--- config.mk ---
export PLATFORM = sky130hd
export DESIGN_NAME = stepper_dial_pulse_generator_unit
export DESIGN_NICKNAME = d
export VERILOG_FILES = /design/src/rtl/sdpg_pkg.sv /design/src/rtl/stepper_dial_pulse_generator_unit.sv /design/src/rtl/sdpg_div.sv /design/src/rtl/sdpg_datapath.sv /design/src/rtl/sdpg_ctrl.sv
export SDC_FILE = /design/constraint.sdc
export NUM_CORES = 2
export LEC_CHECK = 0
export BUFFER_PORTS_ARGS = -buffer_cell sky130_fd_sc_hd__buf_2
export CAP_MARGIN = 30
export CORE_ASPECT_RATIO = 0.5
export CORE_MARGIN = 2
export CORE_UTILIZATION = 65
export CTS_CLUSTER_SIZE = 14
export DETAILED_ROUTE_END_ITERATION = 12
export PLACE_DENSITY = 0.86
export SYNTH_ARGS = -nofsm -noshare
export SYNTH_HDL_FRONTEND = slang
export SYNTH_SLANG_ARGS = --single-unit
--- constraint.sdc ---
create_clock -name clk -period 25.1 [get_ports clk]
set_clock_uncertainty 0.1 [all_clocks]
set_input_delay 1.255 -clock clk [delete_from_list [all_inputs] [get_ports clk]]
set_output_delay 1.255 -clock clk [all_outputs]
set_load 0.01 [all_outputs]
--- src/rtl/sdpg_pkg.sv ---
// shared constants, codes and controller/datapath interface types
`default_nettype none

package sdpg_pkg;

  localparam int POSITION_BITS = 24;
  localparam int INTERVAL_BITS = 20;

  localparam int FUNC_W     = 2;
  localparam int DIAL_W     = 11;
  localparam int TICK_W     = 10;
  localparam int CFG_IVL_W  = 20;
  localparam int RANGE_W    = 10;
  localparam int PMAX_W     = 23;
  localparam int PMIN_W     = 24;
  localparam int ANGLE_W    = 9;
  localparam int DEG_W      = 10;
  localparam int CFG_IDX_W  = 3;
  localparam int CFG_DATA_W = 24;

  localparam int IN_TDATA_W  = ((DIAL_W + 7) / 8) * 8;
  localparam int OUT_BITS    = 3 + POSITION_BITS + DEG_W;
  localparam int OUT_TDATA_W = ((OUT_BITS + 7) / 8) * 8;

  localparam int CMP_W  = ((POSITION_BITS > PMIN_W) ? POSITION_BITS : PMIN_W) + 1;
  localparam int TCMP_W = (INTERVAL_BITS > TICK_W) ? INTERVAL_BITS : TICK_W;

  localparam int DEGP_W  = POSITION_BITS + ANGLE_W + 1;
  localparam int DEGS_W  = ((DEGP_W > PMAX_W) ? DEGP_W : PMAX_W) + 1;
  localparam int MAPP_W  = RANGE_W + 1 + CFG_IVL_W + 1;
  localparam int DIV_N   = ((DEGS_W - 1) > (MAPP_W - 1)) ? (DEGS_W - 1) : (MAPP_W - 1);
  localparam int DIV_D   = PMAX_W;
  localparam int DIV_CNT_W = $clog2(DIV_N + 1);

  localparam logic [DIV_N-1:0] DEG_POS_LIMIT = DIV_N'((1 << (DEG_W - 1)) - 1);
  localparam logic [DIV_N-1:0] DEG_NEG_LIMIT = DIV_N'(1 << (DEG_W - 1));
  localparam logic [DEG_W-1:0] DEG_POS_SAT   = DEG_W'((1 << (DEG_W - 1)) - 1);
  localparam logic [DEG_W-1:0] DEG_NEG_SAT   = DEG_W'(1 << (DEG_W - 1));

  localparam logic [TICK_W-1:0]    RST_TICK_PERIOD = TICK_W'(10);
  localparam logic [CFG_IVL_W-1:0] RST_INTERVAL_MAX = CFG_IVL_W'(5000);
  localparam logic [CFG_IVL_W-1:0] RST_INTERVAL_MIN = CFG_IVL_W'(200);
  localparam logic [RANGE_W-1:0]   RST_DIAL_RANGE   = RANGE_W'(20);
  localparam logic [PMAX_W-1:0]    RST_MAX_POSITION = PMAX_W'(2000);
  localparam logic [PMIN_W-1:0]    RST_MIN_POSITION = PMIN_W'(-2000);
  localparam logic [ANGLE_W-1:0]   RST_MAX_ANGLE    = ANGLE_W'(105);

  localparam logic [CFG_IDX_W-1:0] REG_TICK_PERIOD  = 3'd0;
  localparam logic [CFG_IDX_W-1:0] REG_INTERVAL_MAX = 3'd1;
  localparam logic [CFG_IDX_W-1:0] REG_INTERVAL_MIN = 3'd2;
  localparam logic [CFG_IDX_W-1:0] REG_DIAL_RANGE   = 3'd3;
  localparam logic [CFG_IDX_W-1:0] REG_MAX_POSITION = 3'd4;
  localparam logic [CFG_IDX_W-1:0] REG_MIN_POSITION = 3'd5;
  localparam logic [CFG_IDX_W-1:0] REG_MAX_ANGLE    = 3'd6;

  typedef enum logic [FUNC_W-1:0] {
    FUNC_TICK = 2'd0,
    FUNC_DIAL = 2'd1,
    FUNC_ZERO = 2'd2
  } sdpg_func_t;

  typedef struct packed {
    logic capture;
    logic map_mul;
    logic div_start;
    logic div_deg;
    logic apply;
    logic deg_mul;
    logic load_out;
  } sdpg_cmd_t;

  typedef struct packed {
    logic is_dial;
    logic div_busy;
    logic div_done;
    logic out_free;
  } sdpg_sts_t;

endpackage

`default_nettype wire

--- src/rtl/stepper_dial_pulse_generator_unit.sv ---
// top level of the stepper step/direction generator
// sequence: tick, zero and unused events run only the degree division; a dial event
//   runs the interval division first and then the degree division
// throughput: one item at a time, set by the shared 34-step serial divider
//   (interval mapping and degree conversion); the next item is taken while the result waits
// reset: synchronous active-low rst_n restores register defaults and clears motion state
`default_nettype none

module stepper_dial_pulse_generator_unit
  import sdpg_pkg::*;
(
  input  wire logic                   clk,
  input  wire logic                   rst_n,
  input  wire logic                   in_tvalid,
  output logic                        in_tready,
  input  wire logic [IN_TDATA_W-1:0]  in_tdata,   // dial
  input  wire logic [FUNC_W-1:0]      in_tuser,   // func
  output logic                        out_tvalid,
  input  wire logic                   out_tready,
  output logic      [OUT_TDATA_W-1:0] out_tdata,  // step_level, direction, position, position_deg, moving
  input  wire logic                   cfg_valid,
  output logic                        cfg_ready,
  input  wire logic [CFG_IDX_W-1:0]   cfg_index,
  input  wire logic [CFG_DATA_W-1:0]  cfg_data
);

  sdpg_cmd_t cmd;
  sdpg_sts_t sts;

  sdpg_ctrl u_ctrl (
    .clk       (clk),
    .rst_n     (rst_n),
    .in_tvalid (in_tvalid),
    .in_tready (in_tready),
    .cmd       (cmd),
    .sts       (sts)
  );

  sdpg_datapath u_datapath (
    .clk        (clk),
    .rst_n      (rst_n),
    .cmd        (cmd),
    .sts        (sts),
    .in_tdata   (in_tdata),
    .in_tuser   (in_tuser),
    .out_tvalid (out_tvalid),
    .out_tready (out_tready),
    .out_tdata  (out_tdata),
    .cfg_valid  (cfg_valid),
    .cfg_ready  (cfg_ready),
    .cfg_index  (cfg_index),
    .cfg_data   (cfg_data)
  );

endmodule

`default_nettype wire

--- src/rtl/sdpg_div.sv ---
// iterative restoring unsigned divider, one quotient bit per cycle
`default_nettype none

module sdpg_div
  import sdpg_pkg::*;
(
  input  wire logic             clk,
  input  wire logic             rst_n,
  input  wire logic             start,
  input  wire logic [DIV_N-1:0] dividend,
  input  wire logic [DIV_D-1:0] divisor,
  output logic                  busy,
  output logic                  done,
  output logic      [DIV_N-1:0] quotient
);

  logic                 busy_r, busy_nxt;
  logic                 done_r, done_nxt;
  logic [DIV_CNT_W-1:0] cnt_r, cnt_nxt;
  logic [DIV_N-1:0]     q_r, q_nxt;
  logic [DIV_D-1:0]     rem_r, rem_nxt;
  logic [DIV_D-1:0]     dvs_r, dvs_nxt;
  logic [DIV_D:0]       trial;
  logic                 fits;

  assign trial = {rem_r, q_r[DIV_N-1]};
  assign fits  = trial >= {1'b0, dvs_r};

  always_comb begin
    busy_nxt = busy_r;
    done_nxt = 1'b0;
    cnt_nxt  = cnt_r;
    q_nxt    = q_r;
    rem_nxt  = rem_r;
    dvs_nxt  = dvs_r;
    if (start) begin
      busy_nxt = 1'b1;
      cnt_nxt  = DIV_CNT_W'(DIV_N);
      q_nxt    = dividend;
      rem_nxt  = '0;
      dvs_nxt  = divisor;
    end else if (busy_r) begin
      rem_nxt = fits ? DIV_D'(trial - {1'b0, dvs_r}) : trial[DIV_D-1:0];
      q_nxt   = {q_r[DIV_N-2:0], fits};
      cnt_nxt = cnt_r - DIV_CNT_W'(1);
      if (cnt_r == DIV_CNT_W'(1)) begin
        busy_nxt = 1'b0;
        done_nxt = 1'b1;
      end
    end
  end

  always_ff @(posedge clk) begin
    if (!rst_n) begin
      busy_r <= 1'b0;
      done_r <= 1'b0;
      cnt_r  <= '0;
    end else begin
      busy_r <= busy_nxt;
      done_r <= done_nxt;
      cnt_r  <= cnt_nxt;
    end
  end

  always_ff @(posedge clk) begin
    q_r   <= q_nxt;
    rem_r <= rem_nxt;
    dvs_r <= dvs_nxt;
  end

  assign busy     = busy_r;
  assign done     = done_r;
  assign quotient = q_r;

endmodule

`default_nettype wire

--- src/rtl/sdpg_datapath.sv ---
// configuration, motion state, multipliers, divider operands and output register
`default_nettype none

module sdpg_datapath
  import sdpg_pkg::*;
(
  input  wire logic                   clk,
  input  wire logic                   rst_n,
  input  wire sdpg_cmd_t              cmd,
  output sdpg_sts_t                   sts,
  input  wire logic [IN_TDATA_W-1:0]  in_tdata,
  input  wire logic [FUNC_W-1:0]      in_tuser,
  output logic                        out_tvalid,
  input  wire logic                   out_tready,
  output logic      [OUT_TDATA_W-1:0] out_tdata,
  input  wire logic                   cfg_valid,
  output logic                        cfg_ready,
  input  wire logic [CFG_IDX_W-1:0]   cfg_index,
  input  wire logic [CFG_DATA_W-1:0]  cfg_data
);

  // configuration
  logic [TICK_W-1:0]    tick_r;
  logic [CFG_IVL_W-1:0] imax_r;
  logic [CFG_IVL_W-1:0] imin_r;
  logic [RANGE_W-1:0]   rng_r;
  logic [PMAX_W-1:0]    pmax_r;
  logic [PMIN_W-1:0]    pmin_r;
  logic [ANGLE_W-1:0]   angle_r;

  // motion state
  logic [POSITION_BITS-1:0] pos_r, pos_nxt;
  logic                     dir_r, dir_nxt;
  logic                     en_r, en_nxt;
  logic                     pulse_r, pulse_nxt;
  logic [INTERVAL_BITS-1:0] cnt_r, cnt_nxt;
  logic [INTERVAL_BITS-1:0] tgt_r, tgt_nxt;

  // captured item and arithmetic
  logic [FUNC_W-1:0]        func_r;
  logic [DIAL_W-1:0]        dial_r;
  logic signed [MAPP_W-1:0] map_prod_r;
  logic                     map_neg_r;
  logic signed [DEGS_W-1:0] deg_prod_r;
  logic                     deg_neg_r;
  logic                     out_tvalid_r;
  logic [OUT_TDATA_W-1:0]   out_tdata_r;

  logic                     dial_neg;
  logic                     dial_pos;
  logic [DIAL_W-1:0]        dial_mag;
  logic [RANGE_W-1:0]       mag_cl;
  logic [RANGE_W-1:0]       mag_m1;
  logic [RANGE_W-1:0]       rng_m1;
  logic signed [CFG_IVL_W:0] ivl_diff;
  logic [MAPP_W-1:0]        map_mag;
  logic [CFG_IVL_W:0]       map_q;
  logic [CFG_IVL_W+1:0]     map_sum;
  logic [CFG_IVL_W-1:0]     ivl_cfg;
  logic [INTERVAL_BITS-1:0] ivl;

  logic signed [CMP_W-1:0]  pos_c;
  logic signed [CMP_W-1:0]  pmax_c;
  logic signed [CMP_W-1:0]  pmin_c;
  logic                     at_max;
  logic                     at_min;
  logic [POSITION_BITS-1:0] pos_step;
  logic                     cnt_le_tick;
  logic [INTERVAL_BITS-1:0] cnt_minus;
  logic                     new_dir;
  logic                     want;

  logic [PMAX_W-1:0]        pmax_half;
  logic signed [DEGS_W-1:0] deg_sum;
  logic [DEGS_W-1:0]        deg_mag;
  logic [DEG_W-1:0]         deg;

  logic             div_busy;
  logic             div_done;
  logic [DIV_N-1:0] div_q;
  logic [DIV_N-1:0] div_dividend;
  logic [DIV_D-1:0] div_divisor;

  // configuration writes
  assign cfg_ready = 1'b1;

  always_ff @(posedge clk) begin
    if (!rst_n) begin
      tick_r  <= RST_TICK_PERIOD;
      imax_r  <= RST_INTERVAL_MAX;
      imin_r  <= RST_INTERVAL_MIN;
      rng_r   <= RST_DIAL_RANGE;
      pmax_r  <= RST_MAX_POSITION;
      pmin_r  <= RST_MIN_POSITION;
      angle_r <= RST_MAX_ANGLE;
    end else if (cfg_valid) begin
      case (cfg_index)
        REG_TICK_PERIOD:  tick_r  <= cfg_data[TICK_W-1:0];
        REG_INTERVAL_MAX: imax_r  <= cfg_data[CFG_IVL_W-1:0];
        REG_INTERVAL_MIN: imin_r  <= cfg_data[CFG_IVL_W-1:0];
        REG_DIAL_RANGE:   rng_r   <= cfg_data[RANGE_W-1:0];
        REG_MAX_POSITION: pmax_r  <= cfg_data[PMAX_W-1:0];
        REG_MIN_POSITION: pmin_r  <= cfg_data[PMIN_W-1:0];
        REG_MAX_ANGLE:    angle_r <= cfg_data[ANGLE_W-1:0];
        default: ;
      endcase
    end
  end

  // dial to interval mapping
  assign dial_neg = dial_r[DIAL_W-1];
  assign dial_pos = !dial_neg && (dial_r != '0);
  assign dial_mag = dial_neg ? DIAL_W'(-dial_r) : dial_r;
  assign mag_cl   = (dial_mag > {1'b0, rng_r}) ? rng_r : dial_mag[RANGE_W-1:0];
  assign mag_m1   = mag_cl - RANGE_W'(1);
  assign rng_m1   = rng_r - RANGE_W'(1);
  assign ivl_diff = signed'({1'b0, imin_r}) - signed'({1'b0, imax_r});
  assign map_mag  = map_prod_r[MAPP_W-1] ? MAPP_W'(-map_prod_r) : MAPP_W'(map_prod_r);
  assign map_q    = div_q[CFG_IVL_W:0];
  assign map_sum  = {2'b00, imax_r}
                  + (map_neg_r ? (CFG_IVL_W+2)'(-{1'b0, map_q}) : {1'b0, map_q});
  assign ivl_cfg  = (rng_r < RANGE_W'(2)) ? imin_r : map_sum[CFG_IVL_W-1:0];
  assign ivl      = INTERVAL_BITS'(ivl_cfg);

  // bounds and countdown
  assign pos_c       = CMP_W'(signed'(pos_r));
  assign pmax_c      = CMP_W'(signed'({1'b0, pmax_r}));
  assign pmin_c      = CMP_W'(signed'(pmin_r));
  assign at_max      = pos_c >= pmax_c;
  assign at_min      = pos_c <= pmin_c;
  assign pos_step    = dir_r ? pos_r - POSITION_BITS'(1) : pos_r + POSITION_BITS'(1);
  assign cnt_le_tick = TCMP_W'(cnt_r) <= TCMP_W'(tick_r);
  assign cnt_minus   = INTERVAL_BITS'(TCMP_W'(cnt_r) - TCMP_W'(tick_r));
  assign new_dir     = !dial_pos;
  assign want        = (dial_r != '0) && !(new_dir ? at_min : at_max);

  always_comb begin
    pos_nxt   = pos_r;
    dir_nxt   = dir_r;
    en_nxt    = en_r;
    pulse_nxt = pulse_r;
    cnt_nxt   = cnt_r;
    tgt_nxt   = tgt_r;
    case (func_r)
      FUNC_TICK: begin
        if (pulse_r) begin
          pulse_nxt = 1'b0;
          pos_nxt   = pos_step;
          cnt_nxt   = tgt_r;
        end else if (en_r && !(dir_r ? at_min : at_max)) begin
          if (cnt_le_tick) begin
            pulse_nxt = 1'b1;
            cnt_nxt   = '0;
          end else begin
            cnt_nxt = cnt_minus;
          end
        end
      end
      FUNC_DIAL: begin
        if (!want) begin
          en_nxt = 1'b0;
        end else if (new_dir != dir_r) begin
          if (pulse_r) begin
            pulse_nxt = 1'b0;
            pos_nxt   = pos_step;
          end
          dir_nxt = new_dir;
          cnt_nxt = ivl;
          tgt_nxt = ivl;
          en_nxt  = 1'b1;
        end else begin
          tgt_nxt = ivl;
          en_nxt  = 1'b1;
        end
      end
      FUNC_ZERO: begin
        en_nxt    = 1'b0;
        pulse_nxt = 1'b0;
        if (pulse_r) begin
          cnt_nxt = tgt_r;
        end
        pos_nxt = '0;
      end
      default: ;
    endcase
  end

  always_ff @(posedge clk) begin
    if (!rst_n) begin
      pos_r   <= '0;
      dir_r   <= 1'b0;
      en_r    <= 1'b0;
      pulse_r <= 1'b0;
      cnt_r   <= '0;
      tgt_r   <= INTERVAL_BITS'(RST_INTERVAL_MAX);
    end else if (cmd.apply) begin
      pos_r   <= pos_nxt;
      dir_r   <= dir_nxt;
      en_r    <= en_nxt;
      pulse_r <= pulse_nxt;
      cnt_r   <= cnt_nxt;
      tgt_r   <= tgt_nxt;
    end
  end

  // degree conversion operands
  assign pmax_half = {1'b0, pmax_r[PMAX_W-1:1]};
  assign deg_sum   = deg_prod_r + signed'(DEGS_W'(pmax_half));
  assign deg_mag   = deg_sum[DEGS_W-1] ? DEGS_W'(-deg_sum) : DEGS_W'(deg_sum);

  always_comb begin
    if (pmax_r == '0) begin
      deg = '0;
    end else if (deg_neg_r) begin
      deg = (div_q > DEG_NEG_LIMIT) ? DEG_NEG_SAT : DEG_W'(-div_q[DEG_W-1:0]);
    end else begin
      deg = (div_q > DEG_POS_LIMIT) ? DEG_POS_SAT : div_q[DEG_W-1:0];
    end
  end

  // payload registers
  always_ff @(posedge clk) begin
    if (cmd.capture) begin
      func_r <= in_tuser;
      dial_r <= in_tdata[DIAL_W-1:0];
    end
    if (cmd.map_mul) begin
      map_prod_r <= signed'({1'b0, mag_m1}) * ivl_diff;
    end
    if (cmd.deg_mul) begin
      deg_prod_r <= signed'(pos_r) * signed'({1'b0, angle_r});
    end
    if (cmd.div_start && !cmd.div_deg) begin
      map_neg_r <= map_prod_r[MAPP_W-1];
    end
    if (cmd.div_start && cmd.div_deg) begin
      deg_neg_r <= deg_sum[DEGS_W-1];
    end
    if (cmd.load_out) begin
      out_tdata_r <= OUT_TDATA_W'({en_r, deg, pos_r, dir_r, pulse_r});
    end
  end

  always_ff @(posedge clk) begin
    if (!rst_n) begin
      out_tvalid_r <= 1'b0;
    end else if (cmd.load_out) begin
      out_tvalid_r <= 1'b1;
    end else if (out_tready) begin
      out_tvalid_r <= 1'b0;
    end
  end

  // shared divider
  assign div_dividend = cmd.div_deg ? DIV_N'(deg_mag) : DIV_N'(map_mag);
  assign div_divisor  = cmd.div_deg ? pmax_r : {{(DIV_D-RANGE_W){1'b0}}, rng_m1};

  sdpg_div u_div (
    .clk      (clk),
    .rst_n    (rst_n),
    .start    (cmd.div_start),
    .dividend (div_dividend),
    .divisor  (div_divisor),
    .busy     (div_busy),
    .done     (div_done),
    .quotient (div_q)
  );

  assign sts.is_dial  = (func_r == FUNC_DIAL);
  assign sts.div_busy = div_busy;
  assign sts.div_done = div_done;
  assign sts.out_free = !out_tvalid_r || out_tready;

  assign out_tvalid = out_tvalid_r;
  assign out_tdata  = out_tdata_r;

  a_pulse_countdown_zero : assert property (@(posedge clk) disable iff (!rst_n)
    pulse_r |-> (cnt_r == '0))
    else $error("pulse active with nonzero countdown");

  a_zero_clears : assert property (@(posedge clk) disable iff (!rst_n)
    (cmd.apply && func_r == FUNC_ZERO) |=> (pos_r == '0) && !en_r && !pulse_r)
    else $error("zero event left position or motion set");

  a_idle_tick_holds : assert property (@(posedge clk) disable iff (!rst_n)
    (cmd.apply && func_r == FUNC_TICK && !pulse_r && !en_r) |=>
      $stable(pos_r) && $stable(cnt_r))
    else $error("tick moved a stopped motor");

endmodule

`default_nettype wire

--- src/rtl/sdpg_ctrl.sv ---
// sequencing state machine: capture, interval map (dial events only), update, degree divide, output
`default_nettype none

module sdpg_ctrl
  import sdpg_pkg::*;
(
  input  wire logic      clk,
  input  wire logic      rst_n,
  input  wire logic      in_tvalid,
  output logic           in_tready,
  output sdpg_cmd_t      cmd,
  input  wire sdpg_sts_t sts
);

  typedef enum logic [3:0] {
    S_IDLE,
    S_MAP_MUL,
    S_MAP_DIV,
    S_MAP_WAIT,
    S_APPLY,
    S_DEG_MUL,
    S_DEG_DIV,
    S_DEG_WAIT,
    S_OUT
  } state_t;

  state_t state_r, state_nxt;

  assign in_tready = (state_r == S_IDLE);

  always_comb begin
    state_nxt = state_r;
    cmd       = '0;
    case (state_r)
      S_IDLE: begin
        if (in_tvalid) begin
          cmd.capture = 1'b1;
          state_nxt   = S_MAP_MUL;
        end
      end
      S_MAP_MUL: begin
        cmd.map_mul = 1'b1;
        state_nxt   = sts.is_dial ? S_MAP_DIV : S_APPLY;
      end
      S_MAP_DIV: begin
        cmd.div_start = 1'b1;
        state_nxt     = S_MAP_WAIT;
      end
      S_MAP_WAIT: begin
        if (sts.div_done) begin
          state_nxt = S_APPLY;
        end
      end
      S_APPLY: begin
        cmd.apply = 1'b1;
        state_nxt = S_DEG_MUL;
      end
      S_DEG_MUL: begin
        cmd.deg_mul = 1'b1;
        state_nxt   = S_DEG_DIV;
      end
      S_DEG_DIV: begin
        cmd.div_start = 1'b1;
        cmd.div_deg   = 1'b1;
        state_nxt     = S_DEG_WAIT;
      end
      S_DEG_WAIT: begin
        cmd.div_deg = 1'b1;
        if (sts.div_done) begin
          state_nxt = S_OUT;
        end
      end
      S_OUT: begin
        cmd.div_deg = 1'b1;
        if (sts.out_free) begin
          cmd.load_out = 1'b1;
          state_nxt    = S_IDLE;
        end
      end
      default: state_nxt = S_IDLE;
    endcase
  end

  always_ff @(posedge clk) begin
    if (!rst_n) begin
      state_r <= S_IDLE;
    end else begin
      state_r <= state_nxt;
    end
  end

  a_start_when_free : assert property (@(posedge clk) disable iff (!rst_n)
    cmd.div_start |-> !sts.div_busy)
    else $error("divider started while busy");

  a_done_when_waiting : assert property (@(posedge clk) disable iff (!rst_n)
    sts.div_done |-> (state_r == S_MAP_WAIT || state_r == S_DEG_WAIT))
    else $error("divider finished outside a wait state");

  a_one_item_at_a_time : assert property (@(posedge clk) disable iff (!rst_n)
    cmd.capture |=> !in_tready)
    else $error("second item taken while one is in progress");

endmodule

`default_nettype wire
### Yosys cells after proc, flatten, opt, wreduce, memory -nomap -nowiden

Cells that the tools add are included.
W data, S select, Z words.

| word-level totals | value |
|---|---|
| input port bits | 50 |
| output and inout bits | 43 |
| word-level logic and storage cells | 181 |
| bits in registers | 395 |

| operators by class | value |
|---|---|
| mux-type cells | 59 |
| $lt $le $gt $ge | 8 |
| bitwise gates (word level) | 2 |
| reduce and logical (&&, ||, !) cells | 38 |
| multipliers | 2 |
| eq/ne operators | 26 |
| add/sub/neg operators | 15 |

Operators with widths:

| cell | number |
|---|---|
| $mux W20 | 8 |
| $mux W34 | 4 |
| $mux W24 | 4 |
| $pmux W24 S3 | 1 |
| $pmux W20 S3 | 1 |
| $mux W10 | 5 |
| $pmux W4 S9 | 1 |
| $add A35 B23 Y35 | 1 |
| $gt A34 B10 Y1 const B | 1 |
| $gt A34 B9 Y1 const B | 1 |
| $mul A24 B10 Y34 | 1 |
| $neg A34 Y34 | 1 |
| $mul A11 B21 Y32 | 1 |
| $mux W32 | 1 |
| $neg A32 Y32 | 1 |
| $add A24 B1 Y24 const B | 1 |
| $ge A24 B23 Y1 | 1 |
| $ge A24 B24 Y1 | 1 |
| $le A24 B24 Y1 | 1 |
| $sub A24 B1 Y24 const B | 1 |
| $logic_not A23 Y1 | 1 |
| $mux W1 | 23 |
| $mux W23 | 1 |
| $sub A23 B23 Y23 | 1 |
| other kinds (47) | 87 |

### Longest topological paths before layout

| logic depth | value |
|---|---|
| depth after elaboration | 7 |
| mapped depth | 42 |
| mapped depth without buffers | 41 |

### Modules after synthesis

A second synthesis with hierarchy kept.

| unflattened totals | value |
|---|---|
| cell total of the unflattened synthesis | 4727 |
| area, all modules | 40941.8 um^2 |

Modules (own cells, without submodules):

| module | seq. area each (um^2) | area an instance (um^2) | cells each | instances |
|---|---|---|---|---|
| sdpg_datapath | 7226.9 | 35856.9 | 4255 | 1 |
| sdpg_div | 2332.2 | 4777.1 | 430 | 1 |
| sdpg_ctrl | 80.1 | 307.8 | 42 | 1 |

### Worst setup path before layout

No wires, ideal clock.

| timing path | value |
|---|---|
| kind | register to register |
| from | register u_datapath.dial_r[0] |
| to | register u_datapath.map_prod_r[26], data pin |
| library setup time | 0.258 ns |
| path slack | 15.906 ns |
| buffers on the path | 2 |
| arrival time | 8.835 ns |
| cell stages (with the launch flop) | 39 |
| data required time | 24.742 ns |
| path through | edfxtp_1 > inv_1 > ha_1 > nand2_1 > or3_1 > o31ai_1 > xnor2_1 > ha_1 > a21o_1 > a21oi_1 > o211a_1 > o21ai_1 > o21ai_1 > clkinv_1 > ha_1 > nand2_1 > xor2_1 > clkbuf_1 > [3 not listed] > fa_1 > inv_1 > fa_1 > fa_1 > inv_1 > fa_1 > inv_1 > ha_1 > a21o_1 > a21o_1 > a21oi_1 > o31ai_1 > a221o_1 > a21o_1 > a31oi_1 > o21bai_1 > a21oi_1 > xnor2_1 |

| between the ends | value |
|---|---|
| word-level cells in the longest chain between the ends | 6 |

RTL lines:

| element | RTL line | source |
|---|---|---|
| start: declaration | sdpg_datapath.sv:41 | `logic [DIAL_W-1:0] dial_r;` |
| start signal: assignment | sdpg_datapath.sv:225 | `dial_r <= in_tdata[DIAL_W-1:0];` |
| $neg A11 Y11 | sdpg_datapath.sv:113 | `assign dial_mag = dial_neg ? DIAL_W'(-dial_r) : dial_r;` |
| $mux W11 * | sdpg_datapath.sv:113 |  |
| $gt A11 B10 Y1 | sdpg_datapath.sv:114 | `assign mag_cl = (dial_mag > {1'b0, rng_r}) ? rng_r : dial_mag[RANGE_W-1:0];` |
| $mux W10 * | sdpg_datapath.sv:114 |  |
| $sub A10 B1 Y10 * | sdpg_datapath.sv:115 | `assign mag_m1 = mag_cl - RANGE_W'(1);` |
| $mul A11 B21 Y32 * | sdpg_datapath.sv:228 | `map_prod_r <= signed'({1'b0, mag_m1}) * ivl_diff;` |
| end signal: assignment | sdpg_datapath.sv:228 |  |
| end: declaration | sdpg_datapath.sv:42 | `logic signed [MAPP_W-1:0] map_prod_r;` |

Mark *: on every way between the ends. The rest lies on a longest branch, timed or not.
A chain may end at the register's enable or synchronous reset.

### Worst setup path after layout

Ends and elaborated chain as after synthesis.

==> results.json <==
{
  "run_status": "finished, final reports clean",
  "dr.pass1.iters": 8,
  "hpwl_mm": 89.96,
  "use_met3": 0.07797,
  "cts-buffers-inserted": 40,
  "busiest_layer": "met2",
  "grt_first_pass_wirelength_mm": 185.9,
  "worst_skew_pair.late_latency_ns": 0.58,
  "cp_max_fo": 16,
  "final_nets": 5406,
  "via_per_inst": 6.262,
  "max_freq_ghz": 0.09294,
  "ys_ff_latch": 394,
  "worstPathRequired_ns": 25.31,
  "yosys.area.top_type": "fa_1",
  "slew_violations": 0,
  "core_sq_mm": 0.06110,
  "cts_tree": "yes",
  "regArea_sq_mm": 0.009639,
  "finalCritPeriodShare": 0.4287,
  "drt-initial-drc-count": 4146,
  "fin_hold_ws_ns": 0.3555,
  "io_pins": 93,
  "setup_viol": 0,
  "place_area_sq_mm": 0.04134,
  "post-route-min-period_ns": 10.76,
  "slowest_stage": "xor2_1",
  "finalHoldViolations": 0,
  "grt_max_degree": 81,
  "clockBufferDepth": 3,
  "grt_overflow": 0,
  "hold_buffers": 0,
  "end_kind": "flop",
  "synthTopCellsByArea": "fa_1 18%, edfxtp_1 13%, dfxtp_1 11%",
  "path_class": "flop to flop",
  "drc": 0,
  "std_cell_rows": 64,
  "antenna_left": 0,
  "ys_types": 83,
  "area_growth_pct": 6.171,
  "synth_cells": 4679,
  "design_area_sq_mm": 0.04269,
  "arrival_ns": 10.97,
  "avgSynthCellArea_sq_um": 8.593,
  "htree_levels": 2,
  "rsz0062_at_grt": "no",
  "io_buffers": 83,
  "finalNonFillerCells": 5515,
  "cp-start-kind": "flop",
  "start_util": 0.6581,
  "cts.sinks": 394,
  "multiInputGateArea_sq_mm": 0.02759,
  "tightestPinTransition_ns": 1.112,
  "grt_use_met1": 0.5214,
  "nFillCells": 4704,
  "grt_usage": 0.3711,
  "die_y_um": 179.9,
  "netlist_area_sq_mm": 0.04021,
  "dieArea_sq_mm": 0.06399,
  "relSlewSlack": 0.2563,
  "drive_above_1_share": 0.05311,
  "synth_warnings": 0,
  "cts_root_buffer": "clkbuf_16",
  "hold_class": "flop to flop",
  "ys.flop_type": "dfxtp_1",
  "synth_top_area_share": 0.1837,
  "final_common_cell": "inv_1",
  "synthArstFlopShare": 0,
  "grt_pass1_vias": 33410,
  "use_met2": 0.5634,
  "tns_ns": 0,
  "place_congestion": 1.004,
  "cpPeakStageDelay_ns": 0.83,
  "num_vias": 34530,
  "antenna_found_initial": 5,
  "synth-edff-count": 175,
  "final_cell_mix": "609 x inv_1, 566 x nand2_1, 369 x fa_1",
  "die_w_um": 355.7,
  "maxCapViolCount": 0,
  "cts.clk_slew.worst_paths_ns": 0.07,
  "post_cts_buffers": 0,
  "wire_per_inst_um": 21.60,
  "dp_cells": 5440,
  "wl_mm": 119.1,
  "yosysSeqAreaShare": 0.2397,
  "cts_resized": 0
}
[kinds of logic (layout without fill, tap and decap cells)]
family                   count (synthesis)  in the layout  synth area share
other                                    2              6         0.0001868
XOR/XNOR                               281            281           0.06121
multiplexers                            39             39          0.009771
adder cells (fa/ha/maj)                698            698            0.2861
AND/OR/NAND/NOR                       1518           1518            0.1781
buffers and inverters                  807            814           0.07590
AO/OA/AOI/OAI                          940            940            0.1490
flip-flops                             394            394            0.2397
[final timing paths]
| check | start | end | slack, ns | depth (start not counted) |
|---|---|---|---|---|
| worst max-delay path | u_datapath.dial_r[0] | u_datapath.map_prod_r[26] | 14.34 | 39 |
| worst min-delay path | u_datapath.pmin_r[8] | u_datapath.pmin_r[8] | 0.36 | 2 |
| worst max register to register | u_datapath.dial_r[0] | u_datapath.map_prod_r[26] | 14.34 | 39 |
| worst min register to register | u_datapath.pmin_r[8] | u_datapath.pmin_r[8] | 0.36 | 2 |
[state kept, by name (all words and copies together) (netlist names), 6 cells and up]
name                       count
u_datapath.map_prod_r         32
u_datapath.pos_r              24
u_datapath.u_div.quotient     34
u_datapath.u_div.cnt_r         6
u_datapath.deg_prod_r         34
u_datapath.tgt_r              20
u_datapath.cnt_r              20
u_datapath.imin_r             20
u_datapath.angle_r             9
u_datapath.pmin_r             24
u_datapath.pmax_r             23
u_datapath.tick_r             10
u_datapath.u_div.dvs_r        23
u_datapath.rng_r              10
u_datapath.u_div.rem_r        23
u_datapath.out_tdata          37
u_datapath.imax_r             20
u_datapath.dial_r             11
[Yosys cell counts (all sizes together) (8+ instances only)]
cell type  instances
a211o             11
a211oi            44
a21boi            10
a21o              96
a21oi            322
a221o              9
a221oi            11
a22oi              8
a31o              10
a31oi             24
and2             170
and3              34
buf               13
clkbuf           183
dfxtp            219
edfxtp           175
fa               369
ha               329
inv              609
mux2i             37
nand2            566
nand2b            51
nand3             56
nand4             25
nand4b             9
nor2             343
nor2b             54
nor3              98
nor4              26
o211a              9
o211ai            49
o21a              30
o21ai            181
o21bai            25
o31ai             31
o41ai             11
or2               14
or3               26
or4               17
xnor2            186
xor2              95
[metrics by stage]
step | utilization | setup slack (ns)
floorplan | - | 15.91
global placement | 0.6759 | 14.74
detailed placement | 0.6767 | 14.54
CTS | 0.6984 | 14.47
global route | 0.6987 | 13.93
finish | 0.6987 | 14.34
[layout make-up]
type / count / area share
Clock buffer: 56 / 0.02729
Multi-Input combinational cell: 3480 / 0.6463
Clock inverter: 16 / 0.003752
Timing Repair Buffer: 131 / 0.01882
Inverter: 611 / 0.05378
Tap cell: 825 / 0.02418
Sequential cell: 394 / 0.2258
Antenna cell: 2 / 0.0001172
[per-layer routing]
| metal | vias to the layer above | wire length, um |
|---|---|---|
| li1 | 15600 | - |
| met4 | 0 | 5353 |
| met1 | 16700 | 47600 |
| met5 | - | 0 |
| met2 | 1903 | 51140 |
| met3 | 330 | 15030 |
[critical path: cells and delay by family, from the launching register on]
family	cells	cell delay, ns
AND/OR/NAND/NOR	5	0.96
flip-flops	1	0.46
AO/OA/AOI/OAI	15	3.17
buffers and inverters	8	1.28
adder cells (fa/ha/maj)	8	3.38
XOR/XNOR	3	1.13
Power is not shown: default switching activity piles up to over one toggle a cycle in this logic, so the estimate is an artifact.
